File: src/rtl/core/cdns_pkg.sv
// Types, codes and the power-up transfer table of the nibble sequencer.
// No dependencies.
package cdns_pkg;

   localparam int STEP_W   = 5;
   localparam int INIT_LEN = 17;

   typedef logic [STEP_W-1:0] cdns_step_type;

   typedef enum logic [2:0] {
      CMD_INIT  = 3'd0,
      CMD_RAW   = 3'd1,
      CMD_DATA  = 3'd2,
      CMD_GOTO  = 3'd3,
      CMD_CLEAR = 3'd4,
      CMD_HOME  = 3'd5
   } cdns_cmd_type;

   typedef struct packed {
      logic [2:0] command;
      logic [7:0] value;
      logic       row;
      logic [7:0] column;
   } cdns_req_type;

   typedef struct packed {
      logic        reg_select;
      logic [3:0]  nibble;
      logic        strobe_res;
      logic [15:0] wait_us;
      logic        last;
   } cdns_rsp_type;

   // One queued job: either the power-up sequence or one byte transfer.
   typedef struct packed {
      logic        is_init;
      logic        reg_select;
      logic [7:0]  byte_val;
      logic [15:0] wait_us;
   } cdns_job_type;

   localparam logic        RS_CMD      = 1'b0;
   localparam logic        RS_DATA     = 1'b1;
   localparam logic [15:0] WAIT_RAW    = 16'd100;
   localparam logic [15:0] WAIT_DATA   = 16'd50;
   localparam logic [15:0] WAIT_GOTO   = 16'd50;
   localparam logic [15:0] WAIT_CLEAR  = 16'd3000;
   localparam logic [15:0] WAIT_HOME   = 16'd3000;
   localparam logic [7:0]  BYTE_CLEAR  = 8'h01;
   localparam logic [7:0]  BYTE_HOME   = 8'h02;
   localparam logic [6:0]  ROW2_OFFSET = 7'h40;

   // Power-up sequence, one transfer per step.
   function automatic cdns_rsp_type init_step(input cdns_step_type idx);
      cdns_rsp_type r;
      r            = '0;
      r.reg_select = RS_CMD;
      r.strobe_res = 1'b1;
      unique case (idx)
         5'd0: begin
            r.strobe_res = 1'b0;
            r.wait_us    = 16'd50000;
         end
         5'd1:  begin r.nibble = 4'h3; r.wait_us = 16'd5000; end
         5'd2:  begin r.nibble = 4'h3; r.wait_us = 16'd150;  end
         5'd3:  begin r.nibble = 4'h3; r.wait_us = 16'd150;  end
         5'd4:  begin r.nibble = 4'h2; r.wait_us = 16'd150;  end
         5'd5:  begin r.nibble = 4'h2; r.wait_us = 16'd0;    end
         5'd6:  begin r.nibble = 4'h8; r.wait_us = 16'd100;  end
         5'd7:  begin r.nibble = 4'h1; r.wait_us = 16'd0;    end
         5'd8:  begin r.nibble = 4'h3; r.wait_us = 16'd200;  end
         5'd9:  begin r.nibble = 4'h0; r.wait_us = 16'd0;    end
         5'd10: begin r.nibble = 4'h8; r.wait_us = 16'd100;  end
         5'd11: begin r.nibble = 4'h0; r.wait_us = 16'd0;    end
         5'd12: begin r.nibble = 4'h1; r.wait_us = 16'd3000; end
         5'd13: begin r.nibble = 4'h0; r.wait_us = 16'd0;    end
         5'd14: begin r.nibble = 4'h6; r.wait_us = 16'd100;  end
         5'd15: begin r.nibble = 4'h0; r.wait_us = 16'd0;    end
         5'd16: begin r.nibble = 4'hC; r.wait_us = 16'd100; r.last = 1'b1; end
         default: begin
            r.nibble  = 4'h0;
            r.wait_us = 16'd0;
            r.last    = 1'b1;
         end
      endcase
      return r;
   endfunction

endpackage

File: src/rtl/core/cdns_fifo.sv
// Small register queue, used between front and back and on the result side.
// No package dependencies.
module cdns_fifo #(
   parameter int WIDTH = 8,
   parameter int DEPTH = 2
) (
   input  logic             clock,
   input  logic             reset,
   input  logic             push,
   input  logic [WIDTH-1:0] din,
   output logic             full,
   input  logic             pop,
   output logic [WIDTH-1:0] dout,
   output logic             empty
);
   localparam int PW = (DEPTH > 1) ? $clog2(DEPTH) : 1;
   localparam int CW = $clog2(DEPTH + 1);

   logic [WIDTH-1:0] mem_ff [DEPTH];
   logic [PW-1:0]    wr_ptr_ff, wr_ptr_in;
   logic [PW-1:0]    rd_ptr_ff, rd_ptr_in;
   logic [CW-1:0]    count_ff, count_in;
   logic             do_push, do_pop;

   assign full    = (count_ff == CW'(DEPTH));
   assign empty   = (count_ff == '0);
   assign do_push = push && !full;
   assign do_pop  = pop && !empty;
   assign dout    = mem_ff[rd_ptr_ff];

   always_comb begin
      wr_ptr_in = wr_ptr_ff;
      rd_ptr_in = rd_ptr_ff;
      count_in  = count_ff;
      if (do_push) begin
         wr_ptr_in = (wr_ptr_ff == PW'(DEPTH - 1)) ? '0 : wr_ptr_ff + 1'b1;
      end
      if (do_pop) begin
         rd_ptr_in = (rd_ptr_ff == PW'(DEPTH - 1)) ? '0 : rd_ptr_ff + 1'b1;
      end
      if (do_push && !do_pop) begin
         count_in = count_ff + 1'b1;
      end else if (do_pop && !do_push) begin
         count_in = count_ff - 1'b1;
      end
   end

   always_ff @(posedge clock) begin
      if (reset) begin
         wr_ptr_ff <= '0;
         rd_ptr_ff <= '0;
         count_ff  <= '0;
      end else begin
         wr_ptr_ff <= wr_ptr_in;
         rd_ptr_ff <= rd_ptr_in;
         count_ff  <= count_in;
      end
   end

   always_ff @(posedge clock) begin
      if (do_push) begin
         mem_ff[wr_ptr_ff] <= din;
      end
   end

endmodule

File: src/rtl/core/cdns_front.sv
// Request decode: turns a display request into one queued job, or none for unused codes.
// Depends on cdns_pkg.
module cdns_front #(
   parameter int LAST_COLUMN = 15
) (
   input  cdns_pkg::cdns_req_type req_item,
   output logic                   job_valid,
   output cdns_pkg::cdns_job_type job
);
   import cdns_pkg::*;

   logic [7:0] col_clamp;
   logic [6:0] ddram_addr;

   assign col_clamp  = (req_item.column > 8'(LAST_COLUMN)) ? 8'(LAST_COLUMN)
                                                           : req_item.column;
   assign ddram_addr = (req_item.row ? ROW2_OFFSET : 7'h00) + col_clamp[6:0];

   always_comb begin
      job_valid      = 1'b1;
      job.is_init    = 1'b0;
      job.reg_select = RS_CMD;
      job.byte_val   = req_item.value;
      job.wait_us    = WAIT_RAW;
      unique case (req_item.command)
         CMD_INIT: begin
            job.is_init = 1'b1;
         end
         CMD_RAW: begin
            job.wait_us = WAIT_RAW;
         end
         CMD_DATA: begin
            job.reg_select = RS_DATA;
            job.wait_us    = WAIT_DATA;
         end
         CMD_GOTO: begin
            job.byte_val = {1'b1, ddram_addr};   // set DDRAM address
            job.wait_us  = WAIT_GOTO;
         end
         CMD_CLEAR: begin
            job.byte_val = BYTE_CLEAR;
            job.wait_us  = WAIT_CLEAR;
         end
         CMD_HOME: begin
            job.byte_val = BYTE_HOME;
            job.wait_us  = WAIT_HOME;
         end
         default: begin
            job_valid = 1'b0;                    // unused codes are dropped
         end
      endcase
   end

endmodule

File: src/rtl/core/cdns_back.sv
// Transfer sequencer: walks one job into nibble transfers, one per cycle when not out_full.
// Depends on cdns_pkg.
module cdns_back (
   input  logic                   clock,
   input  logic                   reset,
   input  logic                   job_valid,
   input  cdns_pkg::cdns_job_type job,
   output logic                   job_pop,
   input  logic                   out_full,
   output logic                   emit,
   output cdns_pkg::cdns_rsp_type xfer
);
   import cdns_pkg::*;

   cdns_step_type step_ff, step_in;

   always_comb begin
      if (job.is_init) begin
         xfer = init_step(step_ff);
      end else begin
         xfer.reg_select = job.reg_select;
         xfer.strobe_res = 1'b1;
         if (step_ff == '0) begin
            xfer.nibble  = job.byte_val[7:4];
            xfer.wait_us = '0;
            xfer.last    = 1'b0;
         end else begin
            xfer.nibble  = job.byte_val[3:0];
            xfer.wait_us = job.wait_us;
            xfer.last    = 1'b1;
         end
      end
   end

   assign emit    = job_valid && !out_full;
   assign job_pop = emit && xfer.last;

   always_comb begin
      step_in = step_ff;
      if (emit) begin
         step_in = xfer.last ? '0 : step_ff + 1'b1;
      end
   end

   always_ff @(posedge clock) begin
      if (reset) begin
         step_ff <= '0;
      end else begin
         step_ff <= step_in;
      end
   end

endmodule

File: src/rtl/core/char_display_nibble_sequencer.sv
// Top level of the character display nibble sequencer (4-bit bus).
// Depends on cdns_pkg, cdns_front, cdns_fifo, cdns_back.
//
//   channel   ports                        direction  payload
//   request   push, full, req_item         in         cdns_req_type
//   transfer  empty, pop, rsp_item         out        cdns_rsp_type
//
// One bus transfer leaves per cycle while the result queue has room; the step
// counter walks a byte into 2 transfers, init into 17; unused codes give none.
// Front decodes into a 2-deep job queue; back drains it into a 2-deep
// result queue, so either side stalls on its own.
// Reset is synchronous and empties both queues and the step counter.
module char_display_nibble_sequencer #(
   parameter int LAST_COLUMN = 15
) (
   input  logic                   clock,
   input  logic                   reset,
   input  logic                   push,
   output logic                   full,
   input  cdns_pkg::cdns_req_type req_item,
   output logic                   empty,
   input  logic                   pop,
   output cdns_pkg::cdns_rsp_type rsp_item
);
   import cdns_pkg::*;

   localparam int JOB_DEPTH = 2;
   localparam int OUT_DEPTH = 2;

   // front -> job queue
   logic         dec_valid;
   cdns_job_type dec_job;
   logic         job_full;

   // job queue -> back
   logic         job_empty;
   logic         job_pop;
   cdns_job_type job_head;

   // back -> result queue
   logic         emit;
   logic         out_full;
   cdns_rsp_type xfer;

   assign full = job_full;

   cdns_front #(
      .LAST_COLUMN(LAST_COLUMN)
   ) u_front (
      .req_item (req_item),
      .job_valid(dec_valid),
      .job      (dec_job)
   );

   // Requests with unused codes are accepted and vanish here.
   cdns_fifo #(
      .WIDTH($bits(cdns_job_type)),
      .DEPTH(JOB_DEPTH)
   ) u_job_q (
      .clock(clock),
      .reset(reset),
      .push (push && dec_valid),
      .din  (dec_job),
      .full (job_full),
      .pop  (job_pop),
      .dout (job_head),
      .empty(job_empty)
   );

   cdns_back u_back (
      .clock    (clock),
      .reset    (reset),
      .job_valid(!job_empty),
      .job      (job_head),
      .job_pop  (job_pop),
      .out_full (out_full),
      .emit     (emit),
      .xfer     (xfer)
   );

   // Result queue: keeps the sequencer running while the consumer stalls, until it fills.
   cdns_fifo #(
      .WIDTH($bits(cdns_rsp_type)),
      .DEPTH(OUT_DEPTH)
   ) u_out_q (
      .clock(clock),
      .reset(reset),
      .push (emit),
      .din  (xfer),
      .full (out_full),
      .pop  (pop),
      .dout (rsp_item),
      .empty(empty)
   );

endmodule

File: config.mk
export PLATFORM = sky130hd
export DESIGN_NAME = char_display_nibble_sequencer
export DESIGN_NICKNAME = d
export VERILOG_FILES = /design/src/rtl/core/cdns_pkg.sv /design/src/rtl/core/cdns_fifo.sv /design/src/rtl/core/cdns_front.sv /design/src/rtl/core/cdns_back.sv /design/src/rtl/core/char_display_nibble_sequencer.sv
export SDC_FILE = /design/constraint.sdc
export NUM_CORES = 1
export LEC_CHECK = 0
export BUFFER_PORTS_ARGS = -buffer_cell sky130_fd_sc_hd__buf_2
export CAP_MARGIN = 20
export CORE_MARGIN = 2
export CORE_UTILIZATION = 35
export CTS_CLUSTER_SIZE = 10
export DETAILED_ROUTE_END_ITERATION = 12
export GPL_ROUTABILITY_DRIVEN = 0
export PLACE_DENSITY = 0.59
export SKIP_CTS_REPAIR_TIMING = 1
export SLEW_MARGIN = 5
export SYNTH_ARGS = -nofsm -noshare
export SYNTH_HDL_FRONTEND = slang
export SYNTH_SLANG_ARGS = --single-unit
export TNS_END_PERCENT = 30
File: constraint.sdc
create_clock -name clock -period 4.2 [get_ports clock]
set_clock_uncertainty 0.2 [all_clocks]
set_input_delay 0.63 -clock clock [delete_from_list [all_inputs] [get_ports clock]]
set_output_delay 0.63 -clock clock [all_outputs]
set_load 0.005 [all_outputs]
-- After elaboration in Yosys (flattened, before gate mapping)
Memories as Yosys holds them, arrays and structs flattened. A register that Yosys moved wholly into a read port is not among the register bits.
Index checks and enable logic that the tools add are counted.
- multiplexer cells: 31
- magnitude comparators: 1
- add/sub/neg operators: 10
- reduce and logical (&&, ||, !) cells: 35
- equal/unequal tests: 23
- operator list (operator ; number):
    $pmux W16 S6 ; 1
    $eq A5 B4 Y1 const B ; 8
    $pmux W12 S2 ; 1
    $pmux W4 S6 ; 1
    $pmux W8 S3 ; 1
    $mux W23 ; 1
    $eq A5 B3 Y1 const B ; 4
    $mux W1 ; 17
    $mux W17 ; 1
    $reduce_or A16 Y1 ; 1
    $mux W7 ; 2
    $logic_and A1 B1 Y1 ; 11
    $eq A5 B2 Y1 const B ; 2
    $reduce_or A2 Y1 ; 5
    $gt A8 B4 Y1 const B ; 1
    $logic_not A1 Y1 ; 8
    $mux W2 ; 4
    $reduce_or A4 Y1 ; 2
    $add A7 B7 Y7 ; 1
    $eq A3 B2 Y1 const B ; 2
    $eq A3 B3 Y1 const B ; 2
    $reduce_or A6 Y1 ; 1
    $add A5 B1 Y5 const B ; 1
    $eq A5 B1 Y1 const B ; 1
    13 further kinds ; 21
- bits in writable memories: 90
- logic and storage cells: 109
- output and inout bits: 25
- memories kept: 2
- input bits: 24
- register bits after elaboration: 13
- memory list (name ; words ; width ; read ports ; clocked after Yosys merged registers in ; wr ports ; line ; text):
    u_out_q.mem_ff ; 2 ; 23 ; 1 ; 1 ; 1 ; cdns_fifo.sv:19 ; logic [WIDTH-1:0] mem_ff [DEPTH];
    u_job_q.mem_ff ; 2 ; 22 ; 1 ; 1 ; 1 ; cdns_fifo.sv:19 ;

-- Depth between registers and ports, before layout
Gate-level depths: netlist of the first run.
- word-level depth: 9
- mapped depth: 12
- depth with buffers taken out: 11

-- Modules after synthesis
Synthesis of the first run repeated with hierarchy kept, for this count alone.
- cells, all modules: 397
- area, all modules: 5248.8 µm²
- modules (own cells, without submodules) (module ; instances ; cells each ; seq. area each (µm²) ; area an instance (µm²)):
    cdns_fifo at u_job_q ; 1 ; 106 ; 1661.6 ; 2092.0
    cdns_fifo at u_out_q ; 1 ; 96 ; 1481.4 ; 1868.0
    cdns_back ; 1 ; 143 ; 100.1 ; 950.9
    cdns_front ; 1 ; 50 ; 0.0 ; 327.8
    char_display_nibble_sequencer ; 1 ; 2 ; 0.0 ; 10.0

-- Worst setup path before layout of the first run
No wires, ideal clock.
- path kind: register to register
- from: reg u_back.step_ff[0]
- to: reg u_job_q.count_ff[1]
- buffers on the path: 1
- stages on the path, launching flop included: 12
- data arrival time: 2467 ps
- data required time: 3929 ps
- setup slack: 1462 ps
- library setup time: 71 ps
- period minus slack after synthesis: 2738 ps
- path through: dfxtp_1 > inv_1 > ha_1 > buf_2 > nand2_1 > o21ai_2 > or3_1 > o31ai_2 > inv_1 > ha_1 > or3_1 > a21oi_1
- cells in the longest elaborated chain, start to end: 9
- elaborated cells on any way between the ends: 27
- those cells by class: 15 x eq/ne; 4 x mux; 8 x reduce/logical
- RTL lines (item ; line ; text):
    start, declared ; cdns_back.sv:15 ; cdns_step_type step_ff, step_in;
    start signal, assigned ; cdns_back.sv:49 ; step_ff <= step_in;
    $eq A5 B4 Y1 (tied with other cells) ; cdns_pkg.sv:59 ; unique case (idx)
    $reduce_or A16 Y1 (no line) ; -- ;
    $mux W1 ; cdns_pkg.sv:59 ;
    $mux W23 * ; cdns_back.sv:18 ; if (job.is_init) begin
    $logic_and A1 B1 Y1 * ; cdns_back.sv:36 ; assign job_pop = emit && xfer.last;
    $logic_and A1 B1 Y1 * ; cdns_fifo.sv:28 ; assign do_pop = pop && !empty;
    $logic_not A1 Y1 ; cdns_fifo.sv:41 ; if (do_push && !do_pop) begin
    $logic_and A1 B1 Y1 ; cdns_fifo.sv:41 ;
    $mux W2 / $reduce_bool A2 Y1 (equally long branches) ; -- ;
    end signal, assigned ; cdns_fifo.sv:56 ; count_ff <= count_in;
    end, declared ; cdns_fifo.sv:22 ; logic [CW-1:0] count_ff, count_in;
Every way passes the cells marked *; elsewhere a longest branch is shown, timed or not.
A chain may end at the register's enable or synchronous reset.

-- Final worst setup path of the first run
- from: reg u_back.step_ff[3]
- to: reg u_job_q.count_ff[1]
Same word-level chain as after synthesis.

==> impl_metrics.csv, run 1 <==
group,metric,value,unit
setup_path,timing.rr.start,"u_back.step_ff[3]$_SDFFE_PP0P_",
setup_path,rrSetupSlack,1.12,ns
setup_path,arrival,3.16,ns
detailed_routing,num_vias,2430,
power,vdd_drop_max,0.2166,mV
grt,grt.busiest_layer,"met2",
synth,synth_edf_count,64,
synth,avgSynthCellArea,12.30,um2
layout,antennaDiodeCount,0,
layout,multi_input_area,1431,um2
grt,gr-usage-met2,21.70,%
detailed_routing,routedWlPerCell,14.16,um
layout,syn_to_final_growth,14.26,%
power,clkPwrFrac,21.7,%
detailed_routing,drt_iter0_drc,125,
floorplanning,fp-row-count,38,
min_path,worst_hold_path.endpoint,"u_job_q.count_ff[1]$_SDFFE_PP0P_",
status,status,"finished clean",
floorplanning,fp.dieH,108.2,um
placement,place_inst,480,
synth,synth_adder_area_share,2.305,%
grt,antenna_found_initial,0,
run,drv_cap,0,
grt,grtUsageMet1,16.48,%
detailed_routing,drt_wl_total,7024,um
layout,final_cell_mix,"64 x edfxtp_1, 45 x buf_2, 30 x nand2_1",
layout,regArea,2222,um2
setup_path,cp-start-kind,"flop",
min_path,hold_path_depth,2,
placement,postPlaceCellArea,4129,um2
synth,synth-seq-area-share,58.48,%
synth,synthMuxAreaShare,10.41,%
timing,tightest_slew,0.9610,ns
timing,fmax,0.3249,GHz
placement,io_buffers,45,
setup_path,required,4.28,ns
layout,nets,382,
detailed_routing,ant_nets,0,
timing,finalHoldViolations,0,
floorplanning,pin_count,49,
synth,synthSimpleGateAreaFrac,11.85,%
setup_path,worstSetupStartpoint,"u_back.step_ff[3]$_SDFFE_PP0P_",
layout,fin_area,4342,um2
cts,clk_pin_slew,0.08,ns
cts,cts-root-buf,"clkbuf_8",
setup_path,end_kind,"flop",
synth,ys.flop_type,"edfxtp_1",
timing,worst_slack,1.122,ns
layout,fin_util,40.58,%
setup_path,crit_type,"flop to flop",
timing,post-route-min-period,3.078,ns
power,power_density,631.3,nW/um2
timing,setup_tns,0,ns
synth,syn_inst,309,
synth,synth_top_family_by_area,"simple AND/OR/NAND/NOR gates",
floorplanning,fp.dieW,108.2,um
detailed_routing,drc,0,
layout,final_common_cell,"edfxtp_1",
power,power.switching,0.8630,mW
power,p_int,1.878,mW
placement,dp_hpwl,4763,um
setup_path,r2r-end,"u_job_q.count_ff[1]$_SDFFE_PP0P_",
cts,clk_latency,0.34,ns
synth,yosys.area_share.xor_xnor,2.305,%
cts,clockBufferDepth,2,
detailed_routing,firstDrtPassIters,4,
cts,cts_tree,"built",
cts,htree_levels,3,
synth,async_flop_share,0,%
grt,grt_pass1_vias,2406,
synth,synth_area,3800,um2
placement,pre_cts_ws,1.180,ns
power,seq_power_share,44.2,%
synth,synth_compound_area_share,10.50,%
min_path,hp-class,"flop to flop",
grt,grt_max_degree,21,
floorplanning,core_area,10700,um2
cts,cts.sinks,79,
timing,rsz0062_at_grt,"false",
power,comb_power_share,34.1,%
timing,whs,0.3028,ns
power,power.share.switching,31.49,%
layout,stdcell_count,496,
synth,ys_types,58,
grt,gr-total-overflow,0,
grt,groute.usage.overall,12.90,%
timing,finalSetupViolations,0,
synth,yosysWarnings,0,
grt,grt_pass1_wl,11670,um
synth,ys_seq_elements,79,
floorplanning,start_util,35.52,%
timing,maxSlewViolCount,0,
setup_path,r2r_cells,8,
floorplanning,dieArea,11710,um2
power,power,2.741,mW
setup_path,worstPathMaxFanout,20,
cts,cts_made_buffers,9,
timing,fin_crit_sh,73.28,%
power,leakage,1.608,nW
detailed_routing,via_per_inst,4.899,
grt,groute.layer.met3.usage,2.291,%
layout,drive_above_1_share,27.53,%
min_path,hold_start,"u_job_q.count_ff[1]$_SDFFE_PP0P_",
layout,fillCellCount,1041,
timing,relSlewSlack,35.93,%
-- cells in the mapped netlist, drive strengths merged, types with 2 or more instances --
master / count / area (um2)
edfxtp: 64 / 1922
nand2: 30 / 112.6
nor2: 23 / 88.84
mux2: 22 / 251.5
o21ai: 21 / 108.9
dfxtp: 15 / 300.3
buf: 11 / 75.06
inv: 11 / 41.29
a21oi: 10 / 50.05
clkbuf: 9 / 33.78
nor2b: 8 / 50.05
nor3: 8 / 45.04
ha: 7 / 87.58
xor2: 6 / 52.55
mux2i: 5 / 50.05
a22o: 4 / 35.03
mux4: 4 / 93.84
o211ai: 4 / 30.03
xnor2: 4 / 35.03
and2: 3 / 18.77
nand2b: 3 / 18.77
nor3b: 3 / 22.52
o22ai: 3 / 18.77
o31ai: 3 / 27.52
or2: 3 / 21.28
or3: 3 / 18.77
a211o: 2 / 17.52
nor4b: 2 / 23.77
-- worst max-delay path by stage --
| stage | endpoint | slack [ns] | depth (start not counted) |
|---|---|---|---|
| 2_1_floorplan | u_job_q.count_ff[1]$_SDFFE_PP0P_ | 1.46 | 11 |
| 3_3_place_gp | u_job_q.count_ff[1]$_SDFFE_PP0P_ | 1.26 | 8 |
| 3_5_place_dp | u_job_q.count_ff[1]$_SDFFE_PP0P_ | 1.18 | 8 |
| 4_1_cts | u_job_q.count_ff[1]$_SDFFE_PP0P_ | 1.14 | 8 |
| 5_1_grt | u_job_q.count_ff[1]$_SDFFE_PP0P_ | 0.97 | 10 |
| 6_report | u_job_q.count_ff[1]$_SDFFE_PP0P_ | 1.12 | 8 |
-- cells by family after synthesis --
logic type	after synthesis
and+or+nand+nor	90
adders and majority gates	7
xor gates and xnor gates	10
DFF	79
muxes	31
buffers and inverters	32
AOI/OAI and AO/OA	59
other	1
-- cell type report --
class	instances	share of cell area, %
Sequential cell	79	51.18
Multi-Input combinational cell	200	32.97
Clock buffer	10	2.939
Tap cell	140	4.035
Inverter	12	1.037
Timing Repair Buffer	49	5.879
Clock inverter	6	1.960
-- flip-flops by register name, summed over array words and instances (netlist names), named ones only --
| name | flops |
|---|---|
| u_out_q.mem_ff | 36 |
| u_job_q.mem_ff | 28 |
| u_back.step_ff | 5 |
| u_job_q.count_ff | 2 |
| u_out_q.count_ff | 2 |
| u_job_q.rd_ptr_ff | 1 |
| u_job_q.wr_ptr_ff | 1 |
| u_out_q.rd_ptr_ff | 1 |
| u_out_q.wr_ptr_ff | 1 |
-- worst max-delay path, cell delays in order, from the launching register on --
cell and delay (ns):
dfxtp_1 0.78, or4b_1 0.25, o21ai_2 0.10, or3_1 0.48, o31ai_2 0.30, inv_1 0.08, ha_1 0.34, or3_1 0.35
a21oi_1 0.14
-- power groups by stage --
stage	Sequential, mW	Clock (mW)	Combinational, mW
final	1.21	0.596	0.934
after global routing	1.23	0.644	1.06
after CTS	1.22	0.615	0.956
after detailed placement	1.23	0	0.946
after global placement	1.22	0	0.933
after floorplan	1.19	0	0.673
-- per-layer routing --
layer	up-vias	part of all wire, %
met5	-	0
li1	1216	-
met1	1148	46
met3	9	4.7
met2	57	48
met4	0	1.4
(Power assumes the default switching activity.)
==> inputs of run 2 (changes only) <==
==> constraint.sdc (replaced) <==
create_clock -name clock -period 3 [get_ports clock]
set_clock_uncertainty 0.2 [all_clocks]
set_input_delay 0.45 -clock clock [delete_from_list [all_inputs] [get_ports clock]]
set_output_delay 0.45 -clock clock [all_outputs]
set_load 0.005 [all_outputs]
==> run 2 against run 1 <==
  * Combinational power is 52% higher
  * Global-route usage hardly changed
  * Non-clock buffer count is 12 higher
  * Critical path depth is 2 higher
  * Critical path type unchanged
  * Largest power group unchanged
==> impl_metrics.csv, run 2 (same netlist as run 1, synthesis figures left out) <==
group,metric,value,unit
detailed_routing,ant_nets,0,
detailed_routing,drt_iter0_drc,107,
cts,cts.sinks,79,
layout,largest_reg_flops,36,
floorplanning,fp-row-count,38,
layout,fin_area,4456,um2
setup_path,timing.rr.start,"u_back.step_ff[0]$_SDFFE_PP0P_",
setup_path,crit_buf_inv,2,
power,power_density,887.6,nW/um2
power,power.switching,1.254,mW
power,seq_power_share,42.2,%
grt,gr-total-overflow,0,
grt,grt_pass1_wl,11470,um
setup_path,critical_path.slowest_cell,"or3_4",
power,p_int,2.701,mW
floorplanning,dieArea,11710,um2
floorplanning,core_area,10700,um2
setup_path,crit_type,"flop to flop",
min_path,hp-class,"input pin to flop",
layout,final_common_cell,"edfxtp_1",
setup_path,end_kind,"flop",
timing,tightest_slew,0.6577,ns
floorplanning,fp.dieW,108.2,um
status,status,"finished clean",
run,drv_cap,0,
grt,groute.usage.overall,12.93,%
setup_path,cp-start-kind,"flop",
layout,final_cell_mix,"64 x edfxtp_1, 45 x buf_2, 30 x nand2_1",
layout,stdcell_count,508,
timing,fin_crit_sh,94.26,%
cts,htree_levels,3,
detailed_routing,drc,0,
layout,fin_util,41.65,%
setup_path,rrSetupSlack,0.17,ns
layout,multi_input_area,1444,um2
grt,grt_pass1_vias,2385,
layout,drive_above_1_share,30.98,%
timing,finalHoldViolations,0,
detailed_routing,firstDrtPassIters,4,
setup_path,path_cells,"inv_1, ha_1, nand2_1, o21ai_2, or3_4, o31ai_2, inv_1, ha_1, or3_1, a21oi_1",
timing,maxSlewViolCount,0,
placement,io_buffers,45,
floorplanning,start_util,35.52,%
setup_path,arrival,2.90,ns
setup_path,r2r_cells,10,
layout,syn_to_final_growth,17.25,%
min_path,hold_start,"req_item[12]",
setup_path,worstPathMaxFanout,7,
setup_path,cp_top_family,"simple AND/OR/NAND/NOR gates",
layout,antennaDiodeCount,0,
placement,postPlaceCellArea,4212,um2
power,power.share.switching,31.70,%
layout,reg_top3,"u_out_q.mem_ff (36), u_job_q.mem_ff (28), u_back.step_ff (5)",
cts,cts-root-buf,"clkbuf_8",
cts,cts_tree,"built",
layout,nets,394,
setup_path,required,3.07,ns
min_path,worst_hold_path.endpoint,"u_job_q.mem_ff[0][15]$_DFFE_PP_",
power,comb_power_share,35.8,%
min_path,hold_path_depth,2,
timing,finalSetupViolations,0,
detailed_routing,routedWlPerCell,14.26,um
cts,clk_pin_slew,0.09,ns
timing,post-route-min-period,2.828,ns
detailed_routing,drt_wl_total,7244,um
floorplanning,pin_count,49,
timing,relSlewSlack,56.15,%
placement,dp_hpwl,5011,um
cts,clk_latency,0.35,ns
layout,regArea,2225,um2
power,leakage,1.678,nW
grt,antenna_found_initial,0,
setup_path,critPathMaxStageDelay,0.42,ns
placement,place_inst,491,
timing,fmax,0.3536,GHz
cts,clockBufferDepth,2,
detailed_routing,via_per_inst,4.882,
power,clkPwrFrac,22.0,%
floorplanning,fp.dieH,108.2,um
grt,grt_max_degree,19,
power,vdd_drop_max,0.2893,mV
setup_path,worstSetupStartpoint,"u_back.step_ff[0]$_SDFFE_PP0P_",
detailed_routing,num_vias,2480,
cts,cts_made_buffers,9,
setup_path,r2r-end,"u_job_q.count_ff[1]$_SDFFE_PP0P_",
layout,top_register,"u_out_q.mem_ff",
layout,fillCellCount,1033,
[run 2: cell types whose count changed in the layout (fill, tap and decap cells not counted)]
cell	before	now
buf_4	4	16
clkinv_2	2	0
clkinv_4	0	2
clkinvlp_4	2	1
dfxtp_1	15	13
dfxtp_2	0	2
inv_6	0	1
nor2_1	22	21
nor2_4	0	1
or3_1	3	2
or3_4	0	1
[run 2: worst max-delay path by stage]
stage,to,slack [ns],cells after the start
after floorplan,u_job_q.count_ff[1]$_SDFFE_PP0P_,0.26,11
after global placement,u_job_q.count_ff[1]$_SDFFE_PP0P_,0.18,10
after detailed placement,u_job_q.count_ff[1]$_SDFFE_PP0P_,0.08,10
after CTS,u_job_q.count_ff[1]$_SDFFE_PP0P_,0.04,10
after global routing,u_job_q.count_ff[1]$_SDFFE_PP0P_,-0.002,10
final,u_job_q.count_ff[1]$_SDFFE_PP0P_,0.17,10
[run 2: power by group through the flow]
stage | Combinational, mW | Sequential, mW | Clock, mW
floorplan | 0.942 | 1.67 | 0
global placement | 1.39 | 1.68 | 0
detailed placement | 1.41 | 1.70 | 0
CTS | 1.42 | 1.67 | 0.888
global route | 1.58 | 1.70 | 0.935
finish | 1.42 | 1.67 | 0.868
[run 2: cell type report]
| class | count | area share [%] |
|---|---|---|
| clock buffer | 10 | 2.864 |
| clock inverter | 6 | 2.106 |
| inverter | 12 | 1.011 |
| multi-input combinational | 200 | 32.41 |
| sequential | 79 | 49.93 |
| tap | 140 | 3.931 |
| timing repair buffer | 61 | 7.751 |
[run 2: metrics by stage]
step	TNS [ns]	power [mW]	setup slack [ns]	hold WS, ns
after floorplan	0	2.614	0.2620	0.2667
after global placement	0	3.076	0.1807	0.2877
after detailed placement	0	3.103	0.08308	0.2989
after CTS	0	3.981	0.04012	0.2213
after global routing	-0.002203	4.208	-0.002203	0.2279
final	0	3.955	0.1721	0.2369
[run 2: routing by layer]
layer | GRT usage (%) | part of all wire [%]
met5 | 0 | 0
met4 | 4.487 | 1.5
met3 | 4.159 | 4.7
met2 | 21.43 | 47
met1 | 15.92 | 46
